--- config.mk ---
export PLATFORM = sky130hd
export DESIGN_NAME = josephus_elimination_order
export DESIGN_NICKNAME = d
export VERILOG_FILES = /design/src/sv/jep_pkg.sv /design/src/sv/josephus_elimination_order.sv /design/src/sv/jep_sequencer.sv /design/src/sv/jep_datapath.sv
export SDC_FILE = /design/constraint.sdc
export NUM_CORES = 1
export LEC_CHECK = 0
export BUFFER_PORTS_ARGS = -buffer_cell sky130_fd_sc_hd__buf_2
export CAP_MARGIN = 20
export CORE_MARGIN = 5
export CORE_UTILIZATION = 24
export DETAILED_ROUTE_END_ITERATION = 10
export MAX_ROUTING_LAYER = met4
export SLEW_MARGIN = 30
export SYNTH_ARGS = -nofsm -noshare
export SYNTH_HDL_FRONTEND = slang
export SYNTH_HIERARCHICAL = 1
export SYNTH_SLANG_ARGS = --single-unit
export TNS_END_PERCENT = 20
--- constraint.sdc ---
create_clock -name clk_i -period 9.6 [get_ports clk_i]
set_input_delay 0 -clock clk_i [delete_from_list [all_inputs] [get_ports clk_i]]
set_output_delay 0 -clock clk_i [all_outputs]
set_load 0.05 [all_outputs]
--- src/sv/jep_pkg.sv ---
`default_nettype none

package jep_pkg;

  // Default circle capacity; the top level hands it down as a parameter.
  localparam int unsigned MAX_PEOPLE_DEF = 64;

  localparam int unsigned UPC_W = 4;

  // Result kinds as they appear on the kind port.
  typedef enum logic [1:0] {
    KIND_ELIMINATED = 2'd0,
    KIND_LEADER     = 2'd1,
    KIND_NO_LEADER  = 2'd2
  } jep_kind_e;

  // Datapath operations selected by the control word.
  typedef enum logic [3:0] {
    OP_NONE,
    OP_LOAD,
    OP_INIT,
    OP_SETUP,
    OP_ROUND,
    OP_WALK,
    OP_REMOVE,
    OP_LEADER,
    OP_EMPTY
  } jep_op_e;

  // Jump conditions tested by the sequencer.
  typedef enum logic [2:0] {
    COND_NEVER,
    COND_ALWAYS,
    COND_NO_START,
    COND_EMPTY,
    COND_INIT_MORE,
    COND_REM_LE1,
    COND_M_ONE,
    COND_WALK_MORE
  } jep_cond_e;

  // Microprogram addresses.
  localparam logic [UPC_W-1:0] UA_IDLE   = 4'd0;
  localparam logic [UPC_W-1:0] UA_CHECK  = 4'd1;
  localparam logic [UPC_W-1:0] UA_INIT   = 4'd2;
  localparam logic [UPC_W-1:0] UA_SETUP  = 4'd3;
  localparam logic [UPC_W-1:0] UA_ROUND  = 4'd4;
  localparam logic [UPC_W-1:0] UA_MCHECK = 4'd5;
  localparam logic [UPC_W-1:0] UA_WALK   = 4'd6;
  localparam logic [UPC_W-1:0] UA_REMOVE = 4'd7;
  localparam logic [UPC_W-1:0] UA_LEADER = 4'd8;
  localparam logic [UPC_W-1:0] UA_EMPTY  = 4'd9;

  typedef struct packed {
    jep_op_e          op;
    jep_cond_e        cond;
    logic [UPC_W-1:0] target;
  } jep_uword_t;

  // Status flags from the datapath that the jump conditions look at.
  typedef struct packed {
    logic start;
    logic empty;
    logic init_more;
    logic rem_le1;
    logic m_one;
    logic walk_more;
  } jep_flags_t;

  // The control store. A taken condition jumps to target, otherwise the
  // sequencer falls through to the next address.
  function automatic jep_uword_t ucode_rom(input logic [UPC_W-1:0] addr);
    jep_uword_t w;
    w = '{op: OP_NONE, cond: COND_ALWAYS, target: UA_IDLE};
    unique case (addr)
      UA_IDLE:   w = '{op: OP_LOAD,   cond: COND_NO_START,  target: UA_IDLE};
      UA_CHECK:  w = '{op: OP_NONE,   cond: COND_EMPTY,     target: UA_EMPTY};
      UA_INIT:   w = '{op: OP_INIT,   cond: COND_INIT_MORE, target: UA_INIT};
      UA_SETUP:  w = '{op: OP_SETUP,  cond: COND_NEVER,     target: UA_IDLE};
      UA_ROUND:  w = '{op: OP_ROUND,  cond: COND_REM_LE1,   target: UA_LEADER};
      UA_MCHECK: w = '{op: OP_NONE,   cond: COND_M_ONE,     target: UA_REMOVE};
      UA_WALK:   w = '{op: OP_WALK,   cond: COND_WALK_MORE, target: UA_WALK};
      UA_REMOVE: w = '{op: OP_REMOVE, cond: COND_ALWAYS,    target: UA_ROUND};
      UA_LEADER: w = '{op: OP_LEADER, cond: COND_ALWAYS,    target: UA_IDLE};
      UA_EMPTY:  w = '{op: OP_EMPTY,  cond: COND_ALWAYS,    target: UA_IDLE};
      default:   w = '{op: OP_NONE,   cond: COND_ALWAYS,    target: UA_IDLE};
    endcase
    return w;
  endfunction

endpackage

`default_nettype wire

--- src/sv/josephus_elimination_order.sv ---
// The successor table is built first; the removals then follow one round at a time, with
// each removal result in the cycle after its remove step; the leader follows the last removal.
// Only one transaction is in flight at a time.
// The pointer walk through the successor memory goes one link per cycle.
// Reset clears the sequencer and all control registers; the successor memory is not cleared.
// The receiver cannot stall: each result is shown for exactly one cycle.
`default_nettype none

module josephus_elimination_order #(
  parameter int unsigned MAX_PEOPLE = jep_pkg::MAX_PEOPLE_DEF
) (
  input  wire logic        clk_i,
  input  wire logic        rst_ni,
  input  wire logic        start_i,
  output logic             busy_o,
  input  wire logic [6:0]  people_count_i,
  input  wire logic [7:0]  step_i,
  output logic             result_valid_o,
  output logic [6:0]       person_o,
  output logic [1:0]       kind_o,
  output logic             last_o
);

  // The sequencer steps through a small control store. Each control word
  // names one datapath operation and one jump condition; the datapath hands
  // back status flags that the conditions test. A transaction is accepted in
  // the idle step when start_i is high, which also loads the saturated count
  // and the step.
  //
  // The datapath first builds the circular successor table, one entry per
  // cycle, and then runs rounds. Each round reads the successor of the head,
  // walks M - 1 links at one link per cycle, and unlinks the person it lands
  // on while emitting that person as eliminated. When one person is left,
  // that person is emitted as leader with last set. An empty circle produces
  // a single no-leader result.

  jep_pkg::jep_flags_t flags;
  jep_pkg::jep_op_e    op;

  jep_sequencer u_seq (
    .clk_i   (clk_i),
    .rst_ni  (rst_ni),
    .flags_i (flags),
    .op_o    (op),
    .busy_o  (busy_o)
  );

  jep_datapath #(
    .MAX_PEOPLE (MAX_PEOPLE)
  ) u_dp (
    .clk_i          (clk_i),
    .rst_ni         (rst_ni),
    .start_i        (start_i),
    .people_count_i (people_count_i),
    .step_i         (step_i),
    .op_i           (op),
    .flags_o        (flags),
    .result_valid_o (result_valid_o),
    .person_o       (person_o),
    .kind_o         (kind_o),
    .last_o         (last_o)
  );

endmodule

`default_nettype wire

--- src/sv/jep_sequencer.sv ---
`default_nettype none

module jep_sequencer (
  input  wire logic               clk_i,
  input  wire logic               rst_ni,
  input  wire jep_pkg::jep_flags_t flags_i,
  output jep_pkg::jep_op_e        op_o,
  output logic                    busy_o
);

  logic [jep_pkg::UPC_W-1:0] upc_q, upc_d;
  jep_pkg::jep_uword_t       uword;
  logic                      taken;

  always_comb begin
    uword = jep_pkg::ucode_rom(upc_q);
    unique case (uword.cond)
      jep_pkg::COND_NEVER:     taken = 1'b0;
      jep_pkg::COND_ALWAYS:    taken = 1'b1;
      jep_pkg::COND_NO_START:  taken = !flags_i.start;
      jep_pkg::COND_EMPTY:     taken = flags_i.empty;
      jep_pkg::COND_INIT_MORE: taken = flags_i.init_more;
      jep_pkg::COND_REM_LE1:   taken = flags_i.rem_le1;
      jep_pkg::COND_M_ONE:     taken = flags_i.m_one;
      jep_pkg::COND_WALK_MORE: taken = flags_i.walk_more;
      default:                 taken = 1'b1;
    endcase
    upc_d = taken ? uword.target : upc_q + 1'b1;
    // The load only happens on the cycle a transaction is taken.
    if (uword.op == jep_pkg::OP_LOAD && !flags_i.start) begin
      op_o = jep_pkg::OP_NONE;
    end else begin
      op_o = uword.op;
    end
  end

  assign busy_o = (upc_q != jep_pkg::UA_IDLE);

  always_ff @(posedge clk_i or negedge rst_ni) begin
    if (!rst_ni) begin
      upc_q <= jep_pkg::UA_IDLE;
    end else begin
      upc_q <= upc_d;
    end
  end

endmodule

`default_nettype wire

--- src/sv/jep_datapath.sv ---
`default_nettype none

module jep_datapath #(
  parameter int unsigned MAX_PEOPLE = jep_pkg::MAX_PEOPLE_DEF
) (
  input  wire logic            clk_i,
  input  wire logic            rst_ni,
  input  wire logic            start_i,
  input  wire logic [6:0]      people_count_i,
  input  wire logic [7:0]      step_i,
  input  wire jep_pkg::jep_op_e op_i,
  output jep_pkg::jep_flags_t  flags_o,
  output logic                 result_valid_o,
  output logic [6:0]           person_o,
  output logic [1:0]           kind_o,
  output logic                 last_o
);

  localparam int unsigned IW = (MAX_PEOPLE > 1) ? $clog2(MAX_PEOPLE) : 1;
  localparam int unsigned NW = $clog2(MAX_PEOPLE + 1);

  logic [IW-1:0] link_mem [MAX_PEOPLE];

  logic [NW-1:0] n_q, rem_q;
  logic [7:0]    mstep_q, k_q;
  logic [IW-1:0] idx_q, cur_q, prev_q, p_q, rd_q;
  logic          valid_q, last_q;
  logic [6:0]    person_q;
  logic [1:0]    kind_q;

  logic [NW-1:0] n_sat;
  logic [NW:0]   idx_next;
  logic [IW-1:0] init_link;
  logic          wr_en;
  logic [IW-1:0] wr_addr, wr_data, rd_addr;

  always_comb begin
    if (people_count_i > 7'(MAX_PEOPLE)) begin
      n_sat = NW'(MAX_PEOPLE);
    end else begin
      n_sat = NW'(people_count_i);
    end
    idx_next  = (NW + 1)'(idx_q) + 1'b1;
    init_link = (idx_next < (NW + 1)'(n_q)) ? IW'(idx_next) : '0;

    wr_en   = (op_i == jep_pkg::OP_INIT) || (op_i == jep_pkg::OP_REMOVE);
    wr_addr = (op_i == jep_pkg::OP_INIT) ? idx_q : prev_q;
    wr_data = (op_i == jep_pkg::OP_INIT) ? init_link : rd_q;
    rd_addr = (op_i == jep_pkg::OP_WALK) ? rd_q : cur_q;

    flags_o.start     = start_i;
    flags_o.empty     = (n_q == '0);
    flags_o.init_more = (NW'(idx_q) != n_q - 1'b1);
    flags_o.rem_le1   = (rem_q <= NW'(1));
    flags_o.m_one     = (mstep_q == 8'd0);
    flags_o.walk_more = (k_q != 8'd1);
  end

  // Successor table: one write and one registered read per cycle.
  always_ff @(posedge clk_i) begin
    if (wr_en) begin
      link_mem[wr_addr] <= wr_data;
    end
    if (op_i == jep_pkg::OP_ROUND || op_i == jep_pkg::OP_WALK) begin
      rd_q <= link_mem[rd_addr];
    end
  end

  always_ff @(posedge clk_i or negedge rst_ni) begin
    if (!rst_ni) begin
      n_q      <= '0;
      rem_q    <= '0;
      mstep_q  <= '0;
      k_q      <= '0;
      idx_q    <= '0;
      cur_q    <= '0;
      prev_q   <= '0;
      p_q      <= '0;
      valid_q  <= 1'b0;
      last_q   <= 1'b0;
      person_q <= '0;
      kind_q   <= '0;
    end else begin
      valid_q <= 1'b0;
      case (op_i)
        jep_pkg::OP_LOAD: begin
          n_q     <= n_sat;
          mstep_q <= (step_i == 8'd0) ? 8'd0 : step_i - 8'd1;
          idx_q   <= '0;
        end
        jep_pkg::OP_INIT: begin
          idx_q <= idx_q + 1'b1;
        end
        jep_pkg::OP_SETUP: begin
          cur_q  <= '0;
          prev_q <= IW'(n_q - 1'b1);
          rem_q  <= n_q;
        end
        jep_pkg::OP_ROUND: begin
          p_q <= cur_q;
          k_q <= mstep_q;
        end
        jep_pkg::OP_WALK: begin
          prev_q <= p_q;
          p_q    <= rd_q;
          k_q    <= k_q - 8'd1;
        end
        jep_pkg::OP_REMOVE: begin
          cur_q    <= rd_q;
          rem_q    <= rem_q - 1'b1;
          valid_q  <= 1'b1;
          person_q <= 7'(p_q) + 7'd1;
          kind_q   <= jep_pkg::KIND_ELIMINATED;
          last_q   <= 1'b0;
        end
        jep_pkg::OP_LEADER: begin
          valid_q  <= 1'b1;
          person_q <= 7'(cur_q) + 7'd1;
          kind_q   <= jep_pkg::KIND_LEADER;
          last_q   <= 1'b1;
        end
        jep_pkg::OP_EMPTY: begin
          valid_q  <= 1'b1;
          person_q <= '0;
          kind_q   <= jep_pkg::KIND_NO_LEADER;
          last_q   <= 1'b1;
        end
        default: begin
        end
      endcase
    end
  end

  assign result_valid_o = valid_q;
  assign person_o       = person_q;
  assign kind_o         = kind_q;
  assign last_o         = last_q;

endmodule

`default_nettype wire

---- After elaboration in Yosys (flattened, before gate mapping) ----
Memories as Yosys holds them, arrays and structs flattened. A register that Yosys moved wholly into a read port is not among the register bits.
Cells that the tools add are included.
storage, ports and cells
  bits in registers ....................... 69
  output and inout bits ................... 12
  logic and storage cells ................. 83
  memories ................................ 2
  RAM bits ................................ 384
  ROM bits ................................ 176
  bits of input ports ..................... 18
operators by class
  add/sub/neg operators ................... 9
  reductions and logical operators ........ 17
  equality and inequality tests ........... 18
  mux-type cells .......................... 21
  order comparisons ....................... 3
memory list
  memory            words  bits a word  rd ports  clocked after memory_dff  write ports  line                RTL
  u_dp.link_mem     64     6            1         1                         1            jep_datapath.sv:22  logic [IW-1:0] link_mem [MAX_PEOPLE];
  (name not given)  16     11           1         0                         0            jep_pkg.sv:75       unique case (addr)
operators with widths
  cell                 number
  $pmux 6 s2           4
  $mux 6               4
  $add 6x1->7 const B  3
  $pmux 7 s3           1
  $eq 4x3->1 const B   4
  $logic_not 8->1      2
  $pmux 8 s2           1
  $sub 8x1->8 const B  2
  $pmux 7 s2           1
  $sub 7x1->7 const B  2
  $eq 3x3->1 const B   4
  $reduce_bool 2->1    5
  $eq 4x1->1 const B   2
  $eq 4x2->1 const B   2
  $lt 8x7->1           1
  $mux 4               2
  $mux 8               1
  $ne 8x1->1 const B   1
  $pmux 1 s8           1
  $gt 7x7->1 const B   1
  $le 7x1->1 const B   1
  $logic_not 7->1      1
  $mux 7               1
  $ne 6x7->1           1
  other kinds (16)     20

---- Longest topological paths before layout ----
Gate-level depths: netlist (run 1).
An unclocked memory read counts as a cell.
  word-level depth ........................ 8
  mapped depth ............................ 19
  mapped depth without buffers ............ 14

---- Cells and area by module ----
Netlist (run 1), hierarchy kept.
modules (own cells, without submodules)
  module         seq. area each (sq um)  cells an instance  area each (sq um)  times used
  jep_datapath   13337.8                 1446               19219.7            1
  jep_sequencer  100.1                   66                 523.0              1

---- Worst setup path before layout (run 1) ----
OpenSTA, ideal clock, no wires.
  path kind ............................... reg-to-reg
  start ................................... reg u_seq/upc_q[1] in the netlist's numbering
  end ..................................... mem u_dp/link_mem[0][4] in the netlist's numbering, data pin
  setup time .............................. 0.702 ns
  arrival ................................. 4.854 ns
  stages on the path, launching flop included .. 13
  path slack .............................. 4.044 ns
  data required time ...................... 8.898 ns
  path buffers ............................ 2
  clock period less this slack ............ 5.556 ns
  cell sequence ........................... dfrtp_1 > inv_1 > ha_1 > nand2_1 > a21boi_1 > o21ai_1 > nand2_1 > o32ai_1 > buf_2 > nor4b_2 > clkbuf_1 > nand2_1 > o21ai_0
on the way
  cells in the longest elaborated chain, start to end .. 6
ends and longest elaborated chain
  what                    line                              RTL
  start, declared         jep_sequencer.sv:11               logic [jep_pkg::UPC_W-1:0] upc_q, upc_d;
  start signal, assigned  jep_sequencer.sv:41               upc_q <= jep_pkg::UA_IDLE;
  start signal, assigned  jep_sequencer.sv:43               upc_q <= upc_d;
  $mem_v2 16x11 (*)       -
  $eq 4x1->1              jep_sequencer.sv:30               if (uword.op == jep_pkg::OP_LOAD && !flags_i.start) begin
  $logic_and 1x1->1       jep_sequencer.sv:30
  $mux 4 (*)              jep_sequencer.sv:30
  via op[0]               josephus_elimination_order.sv:38  jep_pkg::jep_op_e op;
  $eq 4x2->1 (*)          jep_datapath.sv:48                wr_data = (op_i == jep_pkg::OP_INIT) ? init_link : rd_q;
  $mux 6 (*)              jep_datapath.sv:48
  via u_dp.wr_data[4]     jep_datapath.sv:35                logic [IW-1:0] wr_addr, wr_data, rd_addr;
  end, declared           jep_datapath.sv:22
The timed path passes the listed nets; every way through them passes the cells marked *.

---- Final worst setup path (run 1) ----
  start ................................... reg u_seq/upc_q[1] in the netlist's numbering
  end ..................................... reg u_dp.rd_q[2], read port of u_dp.link_mem, data pin
on the way
  cells in the longest elaborated chain, start to end .. 6
  elaborated cells between the ends (all ways) .. 8
  classes of those cells .................. 3 x eq/ne; 2 x mux; 2 x reduce/logical; 1 x memory
ends and longest elaborated chain
  what                                        line                                    RTL
  $mem_v2 16x11 (*)                           -
  $eq 4x1->1                                  jep_sequencer.sv:30
  $logic_and 1x1->1                           jep_sequencer.sv:30
  $mux 4 (*)                                  jep_sequencer.sv:30
  via op[2]                                   josephus_elimination_order.sv:38
  $eq 4x3->1, on equally long branches        jep_datapath.sv:49, jep_datapath.sv:64
  $mux 6 or $logic_or 1x1->1 (tied branches)  jep_datapath.sv:49, jep_datapath.sv:64
  end, declared                               jep_datapath.sv:26                      logic [IW-1:0] idx_q, cur_q, prev_q, p_q, rd_q;
Marks and branches as above.
A chain may end at the register's enable or synchronous reset.

==> results of run 1 <==
-- sequential cells by signal, summed over array words and instances, names as in the netlist --
register and flops:
u_seq/upc_q 4, u_dp/n_q 7, u_dp/person_o 7, u_dp/mstep_q 8
u_dp/rem_q 7, u_dp/cur_q 6, u_dp/result_valid_o 1, u_dp/idx_q 6
u_dp/link_mem 384, u_dp/prev_q 6, u_dp/last_o 1, u_dp/rd_q 6
u_dp/k_q 8, u_dp/kind_o 2, u_dp/p_q 6
-- cell families after synthesis --
kind of cell / after synthesis / share of synthesized area, %
adder cells (fa/ha/maj): 22 / 1.394
AND/OR/NAND/NOR: 543 / 12.27
flip-flops: 459 / 68.07
AO/OA/AOI/OAI: 278 / 8.987
buffers and inverters: 105 / 2.453
XOR/XNOR: 22 / 0.9760
multiplexers: 83 / 5.856
-- per-stage QoR --
step	cells	utilization, %
after floorplan	1512	-
after global placement	2555	25.83
after detailed placement	2555	25.83
after CTS	2662	27.93
after global routing	2662	27.94
final	2662	27.94
-- layer usage --
layer	vias up	GRT usage, %	part of all wire (%)
met4	0	2.995	2.4
met1	6379	15.31	44
met3	86	1.979	8.5
li1	5766	-	-
met2	556	17.31	45
met5	-	-	0
-- synthesized netlist by cell type, types with 13 or more instances --
| cell | n |
|---|---|
| nor2_1 | 109 |
| edfxtp_1 | 390 |
| mux4_2 | 25 |
| a21oi_1 | 95 |
| inv_1 | 25 |
| nand3_1 | 71 |
| a22oi_1 | 33 |
| buf_2 | 21 |
| clkbuf_1 | 43 |
| a221oi_1 | 17 |
| xnor2_1 | 13 |
| nand3b_1 | 13 |
| nand2_1 | 269 |
| nand2b_1 | 14 |
| dfrtp_1 | 69 |
| mux2i_1 | 53 |
| a32oi_1 | 20 |
| ha_1 | 22 |
| o21ai_0 | 49 |
| nor3_1 | 22 |
-- path summary, 6_finish.rpt --
path                                start              to  slack, ns  cells after the start
setup / recovery           u_seq/upc_q[1]    u_dp/rd_q[2]       3.86                     12
hold / removal                    start_i  u_seq/upc_q[3]       0.06                      5
setup reg to reg           u_seq/upc_q[1]    u_dp/rd_q[2]       3.86                     12
hold reg to reg            u_dp/kind_o[0]  u_dp/kind_o[0]       0.50                      2
max in group asynchronous          rst_ni     u_dp/k_q[4]       9.07                      3
min in group asynchronous          rst_ni     u_dp/n_q[1]       0.08                      3
-- layout make-up --
class	instances	area, sq um	area share, %
clock inverter	26	257.7	1.127
inverter	26	97.59	0.4268
timing repair buffer	77	575.6	2.517
multi-input combinational	948	5949	26.02
tap	1070	1339	5.855
sequential	459	13440	58.77
clock buffer	56	1210	5.291
-- power by group --
part / internal [mW] / switching (mW) / leakage (nW)
clock network: 1.01 / 0.748 / 0.717
logic: 0.925 / 2.17 / 2.64
registers: 2.75 / 0.185 / 4.40
total: 4.69 / 3.10 / 7.76
-- worst reg2reg max path: stages (launching register included) --
cell	delay [ns]
dfrtp_1	0.49
inv_1	0.16
ha_1	0.24
or2b_1	0.26
o22ai_1	0.62
and4bb_2	0.74
mux2i_4	0.32
buf_4	0.46
buf_4	0.71
mux4_2	0.63
a211oi_1	0.27
nor3_1	0.08
or4_1	0.51
-- timing repair --
item	CTS	global route
endpoints found under the setup margin	0	0
hold buffers	25	0
resized for setup	0	0
hold endpoints to repair	84	0
==> flow_summary.yaml, run 1 <==
status:
  outcome: "complete, no violations"
drt:
  drt-pass1-iter-count: 6
  via_per_inst: 4.804
  drcViolationCount: 0
  detail_route.iter0.violations: 1200
  vias: 12790
  drt-wirelength-per-cell_microns: 18.71
  drtAntennaViolNets: 0
  routed_wirelength_microns: 49810
placed_design:
  io_buffer_count: 29
  gp_congestion: 0.8219
  postPlaceCellArea_sq_um: 21140
  place_ws_ns: 3.656
  hpwlAfterDp_microns: 30560
sta:
  whs_ns: 0.06132
  finalCriticalPeriod_ns: 5.739
  setup_violations: 0
  slew_viol_final: 0
  rsz0062_at_grt: "no"
  skew_ns: 0.02036
  tightest_slew_ns: 0.9674
  layout_setup_ws_ns: 3.861
  final_hold_viol_count: 0
  finalSetupTns_ns: 0
  max_clock_freq_mhz: 174.2
  final.period_utilization_pct: 59.78
  maxSlewHeadroom_pct: 34.60
critical_path:
  crit_slowest_cell: "and4bb_2"
  worstPathCellList: "inv_1, ha_1, or2b_1, o22ai_1, and4bb_2, mux2i_4, buf_4, buf_4, mux4_2, a211oi_1, nor3_1, or4_1"
  critPathBufInv: 3
  critical_path_class: "flip-flop to flip-flop"
  crit_top_cell: "buf_4"
  critPathLaunchType: "flip-flop"
  cpPeakStageDelay_ns: 0.74
  crit_arrival_ns: 6.05
  worst-path-max-fanout: 47
  cp.required_ns: 9.91
  crit_family: "simple AND/OR/NAND/NOR gates"
  crit_path_end_kind: "flip-flop"
clock_tree:
  path_clk_slew_ns: 0.06
  postCtsSetupRepairBufs: 0
  cts_buffers: 45
  cts-root-buf: "clkbuf_16"
  clk_latency_ns: 0.57
  cts_max_path_buffers: 3
  h-tree-depth: 2
  cts_tree: "built"
  cts.sinks: 459
logic_synthesis:
  yosys.area.top_type: "edfxtp_1"
  yosysSeqAreaShare_pct: 68.07
  ys.flop_type: "edfxtp_1"
  yosysWarnings: 6
  netlist_top_cells_area: "edfxtp_1 59%, dfrtp_1 8.7%, nand2_1 5.1%, mux4_2 2.9%, mux2i_1 2.7%"
  synthCells: 1512
  synth_nets: 1552
  synth_area_sq_um: 19740
  synth_cell_types: 68
  synth_area_per_cell_sq_um: 13.06
  synthArstFlopShare_pct: 15.03
  synth_edf_count: 390
  ys_ff_latch: 459
  synth_top_area_share_pct: 59.32
cells_and_area:
  n_fill_cell: 8209
  layout_common_cells: "390 x edfxtp_1, 269 x nand2_1, 109 x nor2_1, 95 x a21oi_1, 71 x nand3_1"
  layout-drive-gt1-share_pct: 10.80
  final_common_cell: "edfxtp_1"
  diodes: 0
  area_growth_pct: 15.82
  fin_nets: 1597
  final_area_sq_um: 22870
grt:
  grt_pass1_wl_microns: 76140
  first_global_vias: 12560
  grt-ovfl-total: 0
  grt_use_total_pct: 11.19
  grt_start_max_net_pins: 85
  antenna_found_initial: 0
pwr:
  ir_worst_vdd_v: 0.0002206
  total_power_mw: 7.787
  leakage_nw: 7.757
  p_per_area_nw_per_um2: 340.5
die:
  die_x_microns: 296.8
  ioPinCount: 30
  die_area_sq_um: 88100
  die_y_microns: 296.8
  start_util_pct: 24.12
  coreArea_sq_um: 81850
  fp-row-count: 105
hold_path:
  hold_path.class: "input pin to flip-flop"
job:
  maxCapViolations: 0
Power figures use the tool's default switching activity.
==> inputs of run 2 (changes only) <==
Clock period 9.6 ns to 5.43 ns, I/O delays scaled along.
==> run 2 against run 1 <==
Effect of this change:
- fmax rose by 15%
- critical path depth rose by 1
- clock skew rose by 0.0073 ns
- final area rose by 1.8%
- register-to-register slack got worse by 3.4 ns
- setup slack got worse by 3.4 ns
- clock-buffer cell count fell by 2
- final cell count rose by 1.1%
- non-clock buffer count rose by 25
- flip-flop and latch count did not move
- routed wire length rose by 0.92%
- critical endpoint is now u_dp/rd_q[4]
- largest power group unchanged
==> flow_summary.yaml, run 2 (same netlist as run 1, synthesis figures left out) <==
clock_tree:
  path_clk_slew_ns: 0.06
  cts_buffers: 47
  cts-root-buf: "clkbuf_16"
  h-tree-depth: 2
  hold_buffers: 26
  postCtsSetupRepairBufs: 0
  cts_tree: "built"
  cts_max_path_buffers: 3
  cts.sinks: 459
  cts_resized: 0
  clk_latency_ns: 0.60
sta:
  tightest_slew_ns: 0.9011
  maxSlewHeadroom_pct: 38.21
  final.period_utilization_pct: 92.10
  final_hold_viol_count: 0
  finalCriticalPeriod_ns: 5.001
  rsz0062_at_grt: "no"
  max_clock_freq_mhz: 200.0
  skew_ns: 0.02770
  setup_violations: 0
  slew_viol_final: 0
drt:
  drcViolationCount: 0
  drtAntennaViolNets: 0
  vias: 12920
  via_per_inst: 4.803
  drt-pass1-iter-count: 5
  routed_wirelength_microns: 50270
  drt-wirelength-per-cell_microns: 18.69
  detail_route.iter0.violations: 1230
pwr:
  ir_worst_vdd_v: 0.0002935
  p_per_area_nw_per_um2: 609.1
  total_power_mw: 14.18
  leakage_nw: 7.968
cells_and_area:
  largest_reg_flops: 384
  fin_cells: 2690
  layout_common_cells: "390 x edfxtp_1, 269 x nand2_1, 109 x nor2_1, 95 x a21oi_1, 71 x nand3_1"
  final_area_sq_um: 23280
  fin_nets: 1624
  largest_registers: "u_dp/link_mem x384, u_dp/k_q x8, u_dp/mstep_q x8"
  diodes: 0
  final_common_cell: "edfxtp_1"
  n_fill_cell: 8234
  utilization_pct: 28.44
  layout-drive-gt1-share_pct: 12.16
  top_register: "u_dp/link_mem"
  area_growth_pct: 17.90
critical_path:
  crit_arrival_ns: 5.31
  critPathLaunchType: "flip-flop"
  critical_path_class: "flip-flop to flip-flop"
  crit_path_end_kind: "flip-flop"
  cp.required_ns: 5.74
  worst-path-max-fanout: 40
placed_design:
  hpwlAfterDp_microns: 32070
  gp_congestion: 0.8487
  postPlaceCellArea_sq_um: 21370
  io_buffer_count: 29
  dp.cells: 2578
die:
  die_area_sq_um: 88100
  ioPinCount: 30
  coreArea_sq_um: 81850
  die_x_microns: 296.8
  start_util_pct: 24.12
  die_y_microns: 296.8
  fp-row-count: 105
grt:
  grt_pass1_wl_microns: 77570
  antenna_found_initial: 0
  grt_start_max_net_pins: 74
  grt_use_total_pct: 11.38
  grt-ovfl-total: 0
  first_global_vias: 12870
hold_path:
  hold_path.class: "input pin to flip-flop"
job:
  maxCapViolations: 0
status:
  outcome: "complete, no violations"
[run 2: through the flow]
step | setup slack, ns | hold slack [ns] | setup TNS, ns
after floorplan | -0.07826 | -0.2956 | -10.02
after global placement | 0.5807 | 0.2422 | 0
after detailed placement | 0.4785 | 0.2584 | 0
after CTS | 0.4346 | 0.003007 | 0
after global routing | 0.08619 | 0.05924 | 0
final | 0.4287 | 0.04384 | 0
[run 2: power by group]
part / switching [mW] / leakage (nW) / total, mW / internal, mW
clock: 1.37 / 0.777 / 3.37 / 2.00
sequential: 0.321 / 4.40 / 5.18 / 4.86
combinational: 3.82 / 2.79 / 5.62 / 1.80
[run 2: per-layer routing]
| metal | vias to the layer above | part of all wire [%] | track usage, % |
|---|---|---|---|
| met5 | - | 0 | - |
| met4 | 0 | 2.8 | 3.679 |
| met3 | 100 | 7.1 | 1.979 |
| met2 | 514 | 47 | 17.85 |
| met1 | 6462 | 43 | 15.13 |
| li1 | 5843 | - | - |
[run 2: cell type report]
class	instances	area (sq um)	area share, %
inverter	26	97.59	0.4193
clock inverter	31	384.1	1.650
tap	1070	1339	5.751
multi-input combinational	948	5956	25.59
clock buffer	54	1224	5.257
timing repair buffer	102	839.6	3.607
sequential	459	13440	57.73
[run 2: worst max-delay path: stages, from the launching register on]
cell and delay [ns]:
dfrtp_1 0.50, inv_1 0.16, ha_1 0.24, nand2_1 0.12, a21boi_1 0.21, o21ai_1 0.09, buf_4 0.21, and4bb_1 0.73
mux2i_4 0.84, buf_12 0.33, nor2_2 0.15, a22oi_1 0.42, a21oi_1 0.19, or4_1 0.51
[run 2: path summary, 6_finish.rpt]
| check | from | end | slack, ns | depth (start not counted) |
|---|---|---|---|---|
| min in group asynchronous | rst_ni | u_dp/rem_q[2] | 0.05 | 3 |
| max in group asynchronous | rst_ni | u_dp/k_q[3] | 4.90 | 3 |
| worst max register to register | u_seq/upc_q[1] | u_dp/rd_q[4] | 0.43 | 13 |
| worst min-delay path | start_i | u_seq/upc_q[3] | 0.04 | 5 |
| worst min register to register | u_dp/kind_o[0] | u_dp/kind_o[0] | 0.49 | 2 |
| worst max-delay path | u_seq/upc_q[1] | u_dp/rd_q[4] | 0.43 | 13 |
